<file path="config.mk">
export PLATFORM = sky130hd
export DESIGN_NAME = gnet_ctrl
export DESIGN_NICKNAME = d
export VERILOG_FILES = /design/src/hw/rtl/gnet_pkg.sv /design/src/hw/rtl/gnet_ctrl.sv
export VERILOG_INCLUDE_DIRS = /design/src /design/src/hw/rtl
export SDC_FILE = /design/constraint.sdc
export NUM_CORES = 1
export LEC_CHECK = 0
export BUFFER_PORTS_ARGS = -buffer_cell sky130_fd_sc_hd__clkbuf_2
export CORE_AREA = 2 2 39 41
export CTS_CLUSTER_SIZE = 12
export DETAILED_ROUTE_END_ITERATION = 10
export DIE_AREA = 0 0 41 43
export HOLD_SLACK_MARGIN = 0.1
export PLACE_DENSITY = 0.36
export SYNTH_ARGS = -nofsm -noshare
export SYNTH_HDL_FRONTEND = slang
export SYNTH_SLANG_ARGS = --single-unit
</file>
<file path="constraint.sdc">
create_clock -name clk -period 1.1 [get_ports clk]
set_input_delay 0.275 -clock clk [delete_from_list [all_inputs] [get_ports clk]]
set_output_delay 0.275 -clock clk [all_outputs]
set_load 0.05 [all_outputs]
</file>
<file path="src/hw/rtl/gradient_nms_edge_threshold_assert.svh">
// Assertion macros shared by the edge-threshold block.
`ifndef GRADIENT_NMS_EDGE_THRESHOLD_ASSERT_SVH
`define GRADIENT_NMS_EDGE_THRESHOLD_ASSERT_SVH
// Consequence must hold in the same cycle as the antecedent.
`define GNET_ASSERT_NOW(label, ante, cons, msg) \
  label: assert property (@(posedge clk) disable iff (rst) (ante) |-> (cons)) \
    else $error(msg);
// Consequence must hold in the cycle after the antecedent.
`define GNET_ASSERT_NEXT(label, ante, cons, msg) \
  label: assert property (@(posedge clk) disable iff (rst) (ante) |=> (cons)) \
    else $error(msg);
`endif

</file>
<file path="src/hw/rtl/gnet_pkg.sv">
// Shared types and constants of the edge-threshold block.
package gnet_pkg;

  // configuration register indexes
  localparam logic [2:0] REG_FRAME_WIDTH   = 3'd0;
  localparam logic [2:0] REG_FRAME_HEIGHT  = 3'd1;
  localparam logic [2:0] REG_THRESHOLD_SQ  = 3'd2;
  localparam logic [2:0] REG_WINDOW_TAN    = 3'd3;
  localparam logic [2:0] REG_DIAG_LOW_TAN  = 3'd4;
  localparam logic [2:0] REG_DIAG_HIGH_TAN = 3'd5;

  localparam int CFG_IDX_W  = 3;
  localparam int CFG_DATA_W = 24;
  // wide enough to clamp any frame dimension up to 4096
  localparam int DIM_CALC_W = 13;

  // direction classes
  localparam logic [1:0] CLS_DOWN   = 2'd0;
  localparam logic [1:0] CLS_ACROSS = 2'd1;
  localparam logic [1:0] CLS_MAIN   = 2'd2;
  localparam logic [1:0] CLS_ANTI   = 2'd3;

  // input kind codes
  localparam logic KIND_LOAD = 1'b0;
  localparam logic KIND_READ = 1'b1;

  // controller -> datapath commands, one step each
  typedef struct packed {
    logic capture;   // latch input beat
    logic l_pos;     // position, abs values, line reads
    logic l_mul;     // products, store address
    logic l_cls;     // class, window shift, line writes, border write
    logic l_sup;     // suppression write, max, advance position
    logic r_addr;    // readout address, store read, threshold product
    logic r_out;     // compare, load output register
  } cmd_t;

  // datapath -> controller status
  typedef struct packed {
    logic kind;      // kind of latched beat
    logic out_busy;  // output register holds a beat not taken this cycle
  } status_t;

endpackage

</file>
<file path="src/hw/rtl/gnet_ctrl.sv">
// Sequencer for load and readout beats.
module gnet_ctrl (
  input  logic             clk,
  input  logic             rst,
  input  logic             in_valid,
  output logic             in_ready,
  input  gnet_pkg::status_t status,
  output gnet_pkg::cmd_t    cmd
);

  localparam logic [2:0] S_IDLE = 3'd0;
  localparam logic [2:0] S_LPOS = 3'd1;
  localparam logic [2:0] S_LMUL = 3'd2;
  localparam logic [2:0] S_LCLS = 3'd3;
  localparam logic [2:0] S_LSUP = 3'd4;
  localparam logic [2:0] S_RADR = 3'd5;
  localparam logic [2:0] S_ROUT = 3'd6;

  logic [2:0] state;
  logic [2:0] state_next;
  logic       pick;

  // capture happens on the accept edge; kind is known in the cycle after
  always_ff @(posedge clk) begin
    if (rst) begin
      state <= S_IDLE;
      pick  <= 1'b0;
    end else begin
      state <= state_next;
      pick  <= in_valid && (state == S_IDLE);
    end
  end

  always_comb begin
    state_next = state;
    unique case (state)
      S_IDLE: if (in_valid) state_next = S_LPOS;
      S_LPOS: begin
        if (status.kind == gnet_pkg::KIND_READ) state_next = S_RADR;
        else state_next = S_LMUL;
      end
      S_LMUL: state_next = S_LCLS;
      S_LCLS: state_next = S_LSUP;
      S_LSUP: state_next = S_IDLE;
      S_RADR: state_next = S_ROUT;
      S_ROUT: if (!status.out_busy) state_next = S_IDLE;
      default: state_next = S_IDLE;
    endcase
  end

  assign in_ready    = (state == S_IDLE);
  assign cmd.capture = (state == S_IDLE) && in_valid;
  assign cmd.l_pos   = (state == S_LPOS) && (status.kind == gnet_pkg::KIND_LOAD);
  assign cmd.l_mul   = (state == S_LMUL);
  assign cmd.l_cls   = (state == S_LCLS);
  assign cmd.l_sup   = (state == S_LSUP);
  assign cmd.r_addr  = (state == S_RADR);
  assign cmd.r_out   = (state == S_ROUT) && !status.out_busy;

`include "gradient_nms_edge_threshold_assert.svh"
  `GNET_ASSERT_NOW(a_one_step, 1'b1, $onehot0({cmd.l_pos, cmd.l_mul, cmd.l_cls, cmd.l_sup, cmd.r_addr, cmd.r_out}), "more than one datapath step")
  `GNET_ASSERT_NEXT(a_load_chain, cmd.l_pos, cmd.l_mul, "load steps out of order")
  `GNET_ASSERT_NEXT(a_hold_result, (state == S_ROUT) && status.out_busy, state == S_ROUT, "result dropped while output busy")
  `GNET_ASSERT_NEXT(a_capture_pick, cmd.capture, pick && (state == S_LPOS), "accepted beat not picked up")

endmodule

</file>
; ---- Word level (Yosys, flattened, before mapping)
; Cells that the tools add are included.
[totals]
regBits = 3
romBits = 0
n_memories = 0
in_bits = 5
ramBits = 0
latchBits = 0
[classes]
magnitude_cmp = 0
n_addsub = 0
shift = 0
n_eq_ne = 8
bitwise_logic = 1
n_mux = 4
multipliers = 0
n_div = 0
n_reduce_logical = 6
[ops]
columns = op, count
row1 = one-hot mux 3 bit (6 select lines), 1
row2 = "== test 3 bit, second input constant", 3
row3 = two-way mux 3 bit, 3
row4 = "== test 3 x 2 -> 1 bit, second input constant", 2
row5 = "!= test 2 bit, second input constant", 2
row6 = "== test 3 x 1 -> 1 bit, second input constant", 1
row7 = logical AND 1 bit, 3
row8 = zero test 3 bit, 1
row9 = AND reduction 2 bit, 1
row10 = zero test 1 bit, 1
row11 = NOT 1 bit, 1

; ---- Logic depth before layout (Yosys ltp)
; Gate-level depths: netlist (run 1).
[depth]
depth_word = 3
depth_mapped = 3
ltp_nobuf = 3

; ---- Worst setup path after synthesis (run 1)
; Ideal clock, no wire load.
[synth_path]
path_kind = flip-flop to output port
startpoint = register state[2]
endpoint = output cmd[6] (netlist bit)
t_required_ns = 0.825
path_buffers = 0
setup_slack_ns = -1.225
path_stages_with_launch = 3
arrival_ns = 2.050
path_cell_list = dfxtp_1 nor3_1 and2_1
[synth_rtl]
columns = element, line_no
row1 = "start, declared", gnet_ctrl.sv:19  ; logic [2:0] state;
row2 = "start signal, assigned", gnet_ctrl.sv:29  ; state <= state_next;
row3 = "end, declared", gnet_ctrl.sv:8  ; output gnet_pkg::cmd_t cmd

==> results.py, run 1 <==
metrics = {
    "clock_network": {
        "cts_tree": "yes",
        "cts-buffers-inserted": 3,
        "cts_buffer_depth": 2,
        "path_clk_slew_ns": 0.04,
        "cts_root_buf": "clkbuf_4",
        "htreeDepth": 1,
        "clock_sinks": 3,
        "cts.hold.buffers_added": 0,
        "clk_latency_ns": 0.23,
    },
    "layout": {
        "areaGrowthSynthToFinish_pct": 206,
        "num_antenna_cells": 0,
        "instances_no_fill": 71,
        "final_layout_size_suffix_gt1_share_pct": 83.6,
        "largest_reg_flops": 3,
        "reg_top3": "state (3)",
        "nets": 61,
        "n_fill_cell": 135,
        "largest-register": "state",
    },
    "synth": {
        "ys_seq_area_share_pct": 28.7,
        "ys_ff_latch": 3,
        "netlist_area_um2": 209,
        "synth_cell_types": 17,
        "synth_cells": 27,
        "synthesis.nets": 32,
        "ys_warn_count": 0,
        "avgSynthCellArea_um2": 7.74,
    },
    "setup_path": {
        "r2r-start": "state[1]",
        "ff2ff_setup_slack_ns": 0.02,
        "cp-start-kind": "flip-flop",
        "worst-path-max-fanout": 3,
        "cp.arrival_ns": 1.15,
        "r2r_end": "state[2]",
        "crit_path_end_kind": "output pin",
        "r2r_cells": 4,
        "path_class": "flip-flop to output pin",
        "startpoint": "state[1]",
        "required_ns": 0.82,
    },
    "floorplan": {
        "row_count": 14,
        "ioPinCount": 13,
        "die_w_um": 41,
        "initial_utilization_pct": 15.1,
        "dieArea_um2": 1760,
        "die_y_um": 43,
        "core-area_um2": 1380,
    },
    "sta": {
        "hold_viol_final": 0,
        "rsz0062_at_grt": "true",
        "min_period_ns": 1.42,
        "hold_ws_ns": 0.252,
        "worst_pin_slew_ns": 0.236,
        "setup_viol_count_final": 8,
        "fin_crit_sh_pct": 129,
        "clock_skew_ns": 0.00346,
        "max-slew-margin-rel_pct": 84.1,
        "maxSlewViolCount": 0,
        "fmax_mhz": 704,
        "setup_slack_ns": -0.320,
    },
    "pwr": {
        "power.density_nw_per_um2": 1040,
        "ir_worst_vdd_uv": 472,
        "leakage_uw": 0.000266,
        "p_total_uw": 664,
    },
    "placement": {
        "dpl.cell_count": 65,
        "portBuffers": 12,
        "gp_congestion": 0.704,
        "place_worst_setup_slack_ns": -0.219,
        "place_hpwl_um": 547,
    },
    "grt": {
        "grt_max_degree": 8,
        "track_usage_pct": 10.6,
        "grt_pass1_wl_um": 1260,
        "grt_pass1_vias": 318,
        "antenna_found_initial": 0,
        "grt.overflow.total": 0,
    },
    "status": {
        "failed_checks": "negative setup slack",
        "outcome": "finished, violations left",
    },
    "drt": {
        "drt_iter0_drc": 2,
        "num_vias": 294,
        "routed_wl_um": 724,
        "dr.pass1.iters": 2,
        "drcViolationCount": 0,
        "vias_per_cell": 4.14,
        "wl_per_cell_um": 10.2,
        "final_antenna_net_count": 0,
    },
    "worst_hold_path": {
        "worstHoldPathCells": 2,
        "min_from": "rst",
        "hold_end": "state[0]",
        "hp-class": "input port to flip-flop",
    },
    "job": {
        "maxCapViolations": 0,
    },
}
[Yosys cell counts]
cell type	n	area share, %
or2b_2	1	4.2
and2_2	1	3.6
nand2b_1	1	3.0
nor3_1	2	4.8
dfxtp_1	3	29
and2b_2	2	8.4
nor2_1	2	3.6
nand2_1	3	5.4
a31oi_1	1	3.0
a221oi_2	1	7.2
a211oi_1	1	3.6
and2_1	1	3.0
a21oi_1	1	2.4
inv_1	2	3.6
and3_2	2	7.2
o21ai_0	2	4.8
o21bai_1	1	3.6
[cells in the final DEF, fill, tap and decap left out, drive strengths merged]
cell | Yosys | routed
a21oi | 1 | 1
o21ai | 2 | 2
nor2 | 2 | 2
and2 | 2 | 2
clkbuf | 0 | 12
a31oi | 1 | 1
nand2 | 3 | 3
nand2b | 1 | 1
buf | 0 | 16
inv | 2 | 2
a221oi | 1 | 1
or2b | 1 | 1
and3 | 2 | 2
o21bai | 1 | 1
nor3 | 2 | 2
and2b | 2 | 2
a211oi | 1 | 1
dfxtp | 3 | 3
[kinds of logic after synthesis]
kind of cell,share of synthesized area (%)
compound gates,24.6
buf+inv,3.59
flops,28.7
simple gates,43.1
[final cells by class]
class	count	area, um^2	area share, %
repair buffers	24	288	45.0
multi-input cells	22	224	35.0
flip-flops and latches	3	71.3	11.2
clock buffers	4	26.3	4.11
well taps	16	20.0	3.13
inverters	2	10.0	1.57
[routing by layer]
layer,vias up,share of wire [%],GRT usage (%),wire length [um]
li1,156,-,-,-
met1,132,38,11.9,278
met2,6,58,16.9,423
met3,0,3.0,1.57,22
met4,0,0,8.00,0
met5,-,0,0,0
[worst max-delay path, stage by stage (launching register included)]
cell,delay [ns]
dfxtp_4,0.34
and2b_2,0.23
and3_4,0.18
clkbuf_16,0.15
[report_power, final]
group	internal (uW)	switching (uW)	leakage, uW
Combinational	175	159	0.000225
Sequential	119	19.1	0.0000267
Clock	136	57.0	0.0000150
[repair_timing]
action                                  4_1_cts  5_1_grt
gates resized for setup                      28        5
setup buffers                                 3        0
pin swaps                                     9        1
endpoints found under the setup margin       10       10
gates cloned                                  0        0
[worst max-delay path by stage]
stage,end,depth (start not counted)
2_1_floorplan,cmd[6],2
4_1_cts,cmd[6],4
3_5_place_dp,cmd[0],3
5_1_grt,cmd[5],3
3_3_place_gp,cmd[0],3
6_report,cmd[5],3
[stage by stage]
stage	utilization [%]	cell area [um^2]	setup TNS (ns)
4_1_cts	45.2	626	-2.39
5_1_grt	46.2	639	-2.53
3_5_place_dp	32.0	443	-1.26
6_report	46.2	639	-2.19
2_1_floorplan	-	260	-1.04
3_3_place_gp	32.0	443	-1.19
(Power assumes the default switching activity.)
==> run 2: changes to the inputs <==
CELL_PAD_IN_SITES_DETAIL_PLACEMENT = 2   (was not set)
CELL_PAD_IN_SITES_GLOBAL_PLACEMENT = 2   (was not set)
CORE_AREA = not set   (was 2 2 39 41)
CORE_UTILIZATION = 16   (was not set)
DIE_AREA = not set   (was 0 0 41 43)
PLACE_DENSITY = 0.62   (was 0.36)
SLEW_MARGIN = 20   (was not set)
==> run 2 against run 1 <==
Compared with the run above:
- critical path depth did not move
- largest cell class unchanged
- via count rose by 5.8%
- the run still ends with negative setup slack left
- critical endpoint unchanged
- first-iteration DRC count did not move
- sequential share of layout area is 0.47 points higher
- critical path type unchanged
- combinational power grew 3%
- routed wire length rose by 40%
==> results.py, run 2 (synthesis results as in run 1) <==
metrics = {
    "grt": {
        "antenna_found_initial": 0,
        "grt_max_degree": 6,
        "track_usage_pct": 17.1,
        "grt.overflow.total": 0,
        "grt_pass1_wl_um": 1650,
        "grt_pass1_vias": 361,
    },
    "pwr": {
        "leakage_uw": 0.000253,
        "power.internal_uw": 427,
        "comb_power_share_pct": 51.4,
        "p_total_uw": 669,
        "clkPwrFrac_pct": 28.4,
        "power.density_nw_per_um2": 1130,
        "ir_worst_vdd_uv": 768,
        "seqPwrFrac_pct": 20.2,
        "p_sw_uw": 242,
        "p_sw_share_pct": 36.2,
    },
    "layout": {
        "final_area_um2": 592,
        "largest_reg_flops": 3,
        "multi_input_area_um2": 215,
        "n_fill_cell": 122,
        "regArea_um2": 68.8,
        "final_cell_mix": "9 x buf_4, 4 x clkbuf_2, 4 x buf_8",
        "final_layout_size_suffix_gt1_share_pct": 84.9,
        "layout_commonest_cell": "buf_4",
        "reg_top3": "state (3)",
        "areaGrowthSynthToFinish_pct": 183,
        "largest-register": "state",
        "num_antenna_cells": 0,
        "nets": 59,
    },
    "placement": {
        "place_hpwl_um": 666,
        "placed_cell_area_um2": 418,
        "portBuffers": 12,
        "gp_congestion": 0.737,
        "place_worst_setup_slack_ns": -0.233,
    },
    "sta": {
        "setup_slack_ns": -0.341,
        "setup_viol_count_final": 10,
        "hold_viol_final": 0,
        "fin_crit_sh_pct": 131,
        "min_period_ns": 1.44,
        "max-slew-margin-rel_pct": 83.1,
        "maxSlewViolCount": 0,
        "fmax_mhz": 694,
        "rsz0062_at_grt": "true",
        "worst_pin_slew_ns": 0.251,
        "clock_skew_ns": 0.00430,
    },
    "job": {
        "maxCapViolations": 0,
    },
    "clock_network": {
        "cts-buffers-inserted": 3,
        "path_clk_slew_ns": 0.04,
        "cts_root_buf": "clkbuf_4",
        "clock_sinks": 3,
        "clk_latency_ns": 0.23,
        "htreeDepth": 1,
        "cts_buffer_depth": 2,
        "cts_tree": "yes",
    },
    "floorplan": {
        "initial_utilization_pct": 18.1,
        "die_y_um": 38.1,
        "dieArea_um2": 1450,
        "ioPinCount": 13,
        "core-area_um2": 1160,
        "die_w_um": 38.1,
        "row_count": 12,
    },
    "setup_path": {
        "path_cells": "and2b_2, and3_4, clkbuf_16",
        "ff2ff_setup_slack_ns": 0,
        "r2r-start": "state[1]",
        "crit_path_end_kind": "output pin",
        "r2r_end": "state[2]",
        "path_class": "flip-flop to output pin",
        "critPathMaxStageDelay_ns": 0.36,
        "crit_path_top_delay_cell": "dfxtp_4",
        "path_depth": 3,
        "cp-start-kind": "flip-flop",
        "required_ns": 0.82,
        "worst-path-max-fanout": 5,
        "cp.arrival_ns": 1.17,
        "r2r_cells": 4,
        "cp_num_buf_inv": 1,
        "crit_family": "simple AND/OR/NAND/NOR gates",
    },
    "drt": {
        "routed_wl_um": 1010,
        "drt_iter0_drc": 2,
        "num_vias": 311,
        "wl_per_cell_um": 15.1,
        "final_antenna_net_count": 0,
        "dr.pass1.iters": 2,
        "drcViolationCount": 0,
        "vias_per_cell": 4.64,
    },
    "status": {
        "outcome": "finished, violations left",
        "failed_checks": "negative setup slack",
    },
    "worst_hold_path": {
        "worstHoldPathCells": 2,
        "min_from": "rst",
        "hp-class": "input port to flip-flop",
        "hold_end": "state[2]",
    },
}
## run 2: per-layer routing
layer | GRT usage, % | share of wire, % | up-vias
met5 | 0 | 0 | -
met2 | 34.3 | 60 | 7
met3 | 3.49 | 1.8 | 0
met4 | 5.36 | 0 | 0
li1 | - | - | 148
met1 | 16.7 | 38 | 156
## run 2: worst max path at each step
stage | start | slack [ns] | to
after floorplan | state[0] | -0.37 | cmd[6]
after global placement | state[1] | -0.22 | cmd[0]
after detailed placement | state[1] | -0.23 | cmd[4]
after CTS | state[1] | -0.35 | cmd[5]
after global routing | state[1] | -0.38 | cmd[5]
final | state[1] | -0.34 | cmd[5]
## run 2: cell type report
cell class                      count  share of cell area, %
Timing Repair Buffer               22                   43.3
Clock buffer                        4                   4.44
Tap cell                           14                   2.96
Sequential cell                     3                   11.6
Multi-Input combinational cell     22                   36.4
Inverter                            2                   1.27
## run 2: worst reg2reg max path: cells and delay by family, from the launching register on
family                 cells  cell delay (ns)
flip-flops                 1             0.36
AND/OR/NAND/NOR            1             0.24
AO/OA/AOI/OAI              2             0.22
buffers and inverters      1             0.16
## run 2: power by group through the flow
stage	Sequential (uW)	Clock, uW	Combinational, uW
5_1_grt	137	206	361
6_report	135	190	344
3_3_place_gp	137	0	241
2_1_floorplan	142	0	150
3_5_place_dp	137	0	247
4_1_cts	135	198	319
## run 2: repair_timing
action | 4_1_cts | 5_1_grt
hold buffers | 0 | 0
resized for setup | 26 | 5
setup buffers | 1 | 2
endpoints found under the hold margin | 0 | 0
pin swaps | 4 | 2
endpoints found under the setup margin | 10 | 11
## run 2: metrics by stage
step / setup TNS [ns] / hold WS (ns) / utilization [%] / instances
4_1_cts: -2.49 / 0.240 / 49.8 / 66
3_3_place_gp: -1.35 / 0.471 / 36.1 / 62
6_report: -2.45 / 0.243 / 51.2 / 67
5_1_grt: -2.89 / 0.249 / 51.2 / 67
3_5_place_dp: -1.49 / 0.476 / 36.1 / 62
2_1_floorplan: -1.04 / 0.334 / - / 27
==> run 3: changes to the inputs <==
ABC_AREA = 1   (was not set)
CORE_UTILIZATION = 15   (was 16)
==> run 3 against run 2 <==
Compared with the run above:
- fmax grew 0.18%
- first-iteration DRC count down 100%
- cell count up 28%
- area after synthesis grew 11%
- largest power group unchanged
- highest routed layer is now met4
- sequential cell count stayed put
- worst hold slack got worse by 0.033 ns
- sequential share of layout area is 1.0 points lower
- the run still ends with negative setup slack left
==> results.py, run 3 <==
metrics = {
    "sta": {
        "hold_viol_final": 0,
        "rsz0062_at_grt": "true",
        "worst_pin_slew_ns": 0.238,
        "min_period_ns": 1.44,
        "setup_viol_count_final": 8,
        "clock_skew_ns": 0.00975,
        "fin_crit_sh_pct": 131,
        "setup_slack_ns": -0.339,
        "fmax_mhz": 695,
        "max-slew-margin-rel_pct": 84.0,
        "setup_tns_ns": -2.24,
        "maxSlewViolCount": 0,
        "hold_ws_ns": 0.209,
    },
    "layout": {
        "layout_commonest_cell": "buf_4",
        "final_cell_mix": "10 x buf_4, 7 x inv_1, 7 x nand2_1",
        "nets": 77,
        "final_layout_size_suffix_gt1_share_pct": 71.8,
        "reg_top3": "state (3)",
        "largest-register": "state",
        "num_antenna_cells": 0,
        "n_fill_cell": 148,
        "final_util_pct": 49.3,
        "areaGrowthSynthToFinish_pct": 191,
        "largest_reg_flops": 3,
    },
    "synth": {
        "synth_cells": 41,
        "ys.flop_type": "dfxtp_1",
        "synth_cell_types": 13,
        "ys_ff_latch": 3,
        "ys_warn_count": 0,
        "netlist_area_um2": 231,
        "avgSynthCellArea_um2": 5.65,
        "ys_seq_area_share_pct": 25.9,
        "yosysTopAreaCell": "dfxtp_1",
        "ys_async_sr_fraction_pct": 0,
        "synthesis.nets": 46,
        "synthTopCellsByCount": "9 x inv_1, 9 x nand2_1, 5 x nand3_1, 4 x nor2_1",
        "synth_area_leaders": "dfxtp_1 26%, inv_1 15%, nand2_1 15%, nand3_1 11%, nor2_1 6.5%",
        "synth_edf_count": 0,
        "synth_top_area_share_pct": 25.9,
    },
    "clock_network": {
        "cts.hold.buffers_added": 0,
        "clk_latency_ns": 0.24,
        "path_clk_slew_ns": 0.04,
        "cts_buffer_depth": 2,
        "cts_root_buf": "clkbuf_4",
        "htreeDepth": 1,
        "cts_tree": "yes",
        "clock_sinks": 3,
        "cts-buffers-inserted": 3,
    },
    "drt": {
        "dr.pass1.iters": 1,
        "num_vias": 380,
        "drt_iter0_drc": 0,
        "final_antenna_net_count": 0,
        "wl_per_cell_um": 13.9,
        "drcViolationCount": 0,
        "routed_wl_um": 1200,
        "vias_per_cell": 4.42,
    },
    "placement": {
        "gp_congestion": 0.662,
        "portBuffers": 12,
        "place_hpwl_um": 774,
    },
    "setup_path": {
        "cp_num_buf_inv": 2,
        "crit_family": "flip-flops",
        "path_cells": "inv_6, nor4_4, clkbuf_8",
        "crit_path_top_delay_cell": "dfxtp_4",
        "cp-start-kind": "flip-flop",
        "crit_path_end_kind": "output pin",
        "critPathMaxStageDelay_ns": 0.37,
        "worst-path-max-fanout": 6,
        "path_class": "flip-flop to output pin",
        "required_ns": 0.82,
        "cp.arrival_ns": 1.16,
    },
    "grt": {
        "grt.overflow.total": 0,
        "grt_max_degree": 7,
        "antenna_found_initial": 0,
        "track_usage_pct": 17.2,
        "grt_pass1_wl_um": 1770,
        "grt_pass1_vias": 394,
    },
    "floorplan": {
        "die_y_um": 41.3,
        "core-area_um2": 1370,
        "dieArea_um2": 1700,
        "ioPinCount": 13,
        "die_w_um": 41.3,
        "row_count": 13,
        "initial_utilization_pct": 16.9,
    },
    "status": {
        "outcome": "finished, violations left",
        "failed_checks": "negative setup slack",
    },
    "pwr": {
        "ir_worst_vdd_uv": 1670,
        "leakage_uw": 0.000334,
        "power.density_nw_per_um2": 2730,
    },
    "job": {
        "maxCapViolations": 0,
    },
    "worst_hold_path": {
        "hp-class": "input port to flip-flop",
    },
}
run 3: changes by cell type in the layout (fill, tap and decap cells not counted), moves of 2 or more:
cell / delta
nand2_4: +2
buf_6: +3
nor2_4: +2
clkbuf_16: -3
nand3_1: +4
nand2_1: +5
clkinvlp_4: +2
inv_1: +6
and2b_2: -2
o21ai_0: -2
and2_4: -2
run 3: kinds of logic (layout without fill, tap and decap cells):
logic type             Yosys count  count (layout)  synth area share [%]
and+or+nand+nor                 25              25                  52.4
DFF                              3               3                  25.9
AOI/OAI and AO/OA                1               1                  2.16
buffers and inverters           12              42                  19.5
run 3: final cells by class:
cell class	count	area [um^2]	area share, %
Timing Repair Buffer	26	272	40.3
Multi-Input combinational cell	26	225	33.5
Sequential cell	3	71.3	10.6
Inverter	12	60.1	8.92
Clock buffer	4	26.3	3.90
Tap cell	15	18.8	2.79
run 3: worst paths after layout:
path | from | to | slack [ns] | cells after the start
max | state[2] | cmd[0] | -0.34 | 3
min | rst | state[0] | 0.21 | 2
max reg2reg | state[1] | state[1] | 0.04 | 8
min reg2reg | state[2] | state[1] | 0.75 | 5
run 3: metrics by stage:
| stage | instances | setup slack, ns | total power [uW] | instance area [um^2] |
|---|---|---|---|---|
| after detailed placement | 79 | -0.206 | 1280 | 499 |
| final | 86 | -0.339 | 1840 | 673 |
| after floorplan | 41 | -0.270 | 911 | 310 |
| after CTS | 83 | -0.311 | 1640 | 603 |
| after global placement | 79 | -0.182 | 1260 | 499 |
| after global routing | 86 | -0.388 | 1960 | 673 |
run 3: report_power, final:
part | total, uW | internal [uW] | switching, uW
logic | 1380 | 600 | 778
registers | 264 | 169 | 95.8
clock network | 199 | 136 | 62.3
total | 1840 | 905 | 936
run 3: metal layers:
layer	GRT usage, %	wire length (um)	up-vias
li1	-	-	186
met1	14.6	417	181
met2	37.1	731	11
met3	2.72	32	2
met4	7.26	16	0
met5	0	0	-
run 3: worst reg2reg max path: cells and delay by family, from the launching register on:
family                 cells  cell delay [ns]
flip-flops                 1             0.39
AND/OR/NAND/NOR            3             0.27
AO/OA/AOI/OAI              1             0.05
buffers and inverters      4             0.25
run 3: timing repair:
item	4_1_cts	5_1_grt
hold endpoints to repair	0	0
endpoints found under the setup margin	8	11
setup buffers	0	3
gates resized for setup	19	14
pin swaps	1	4
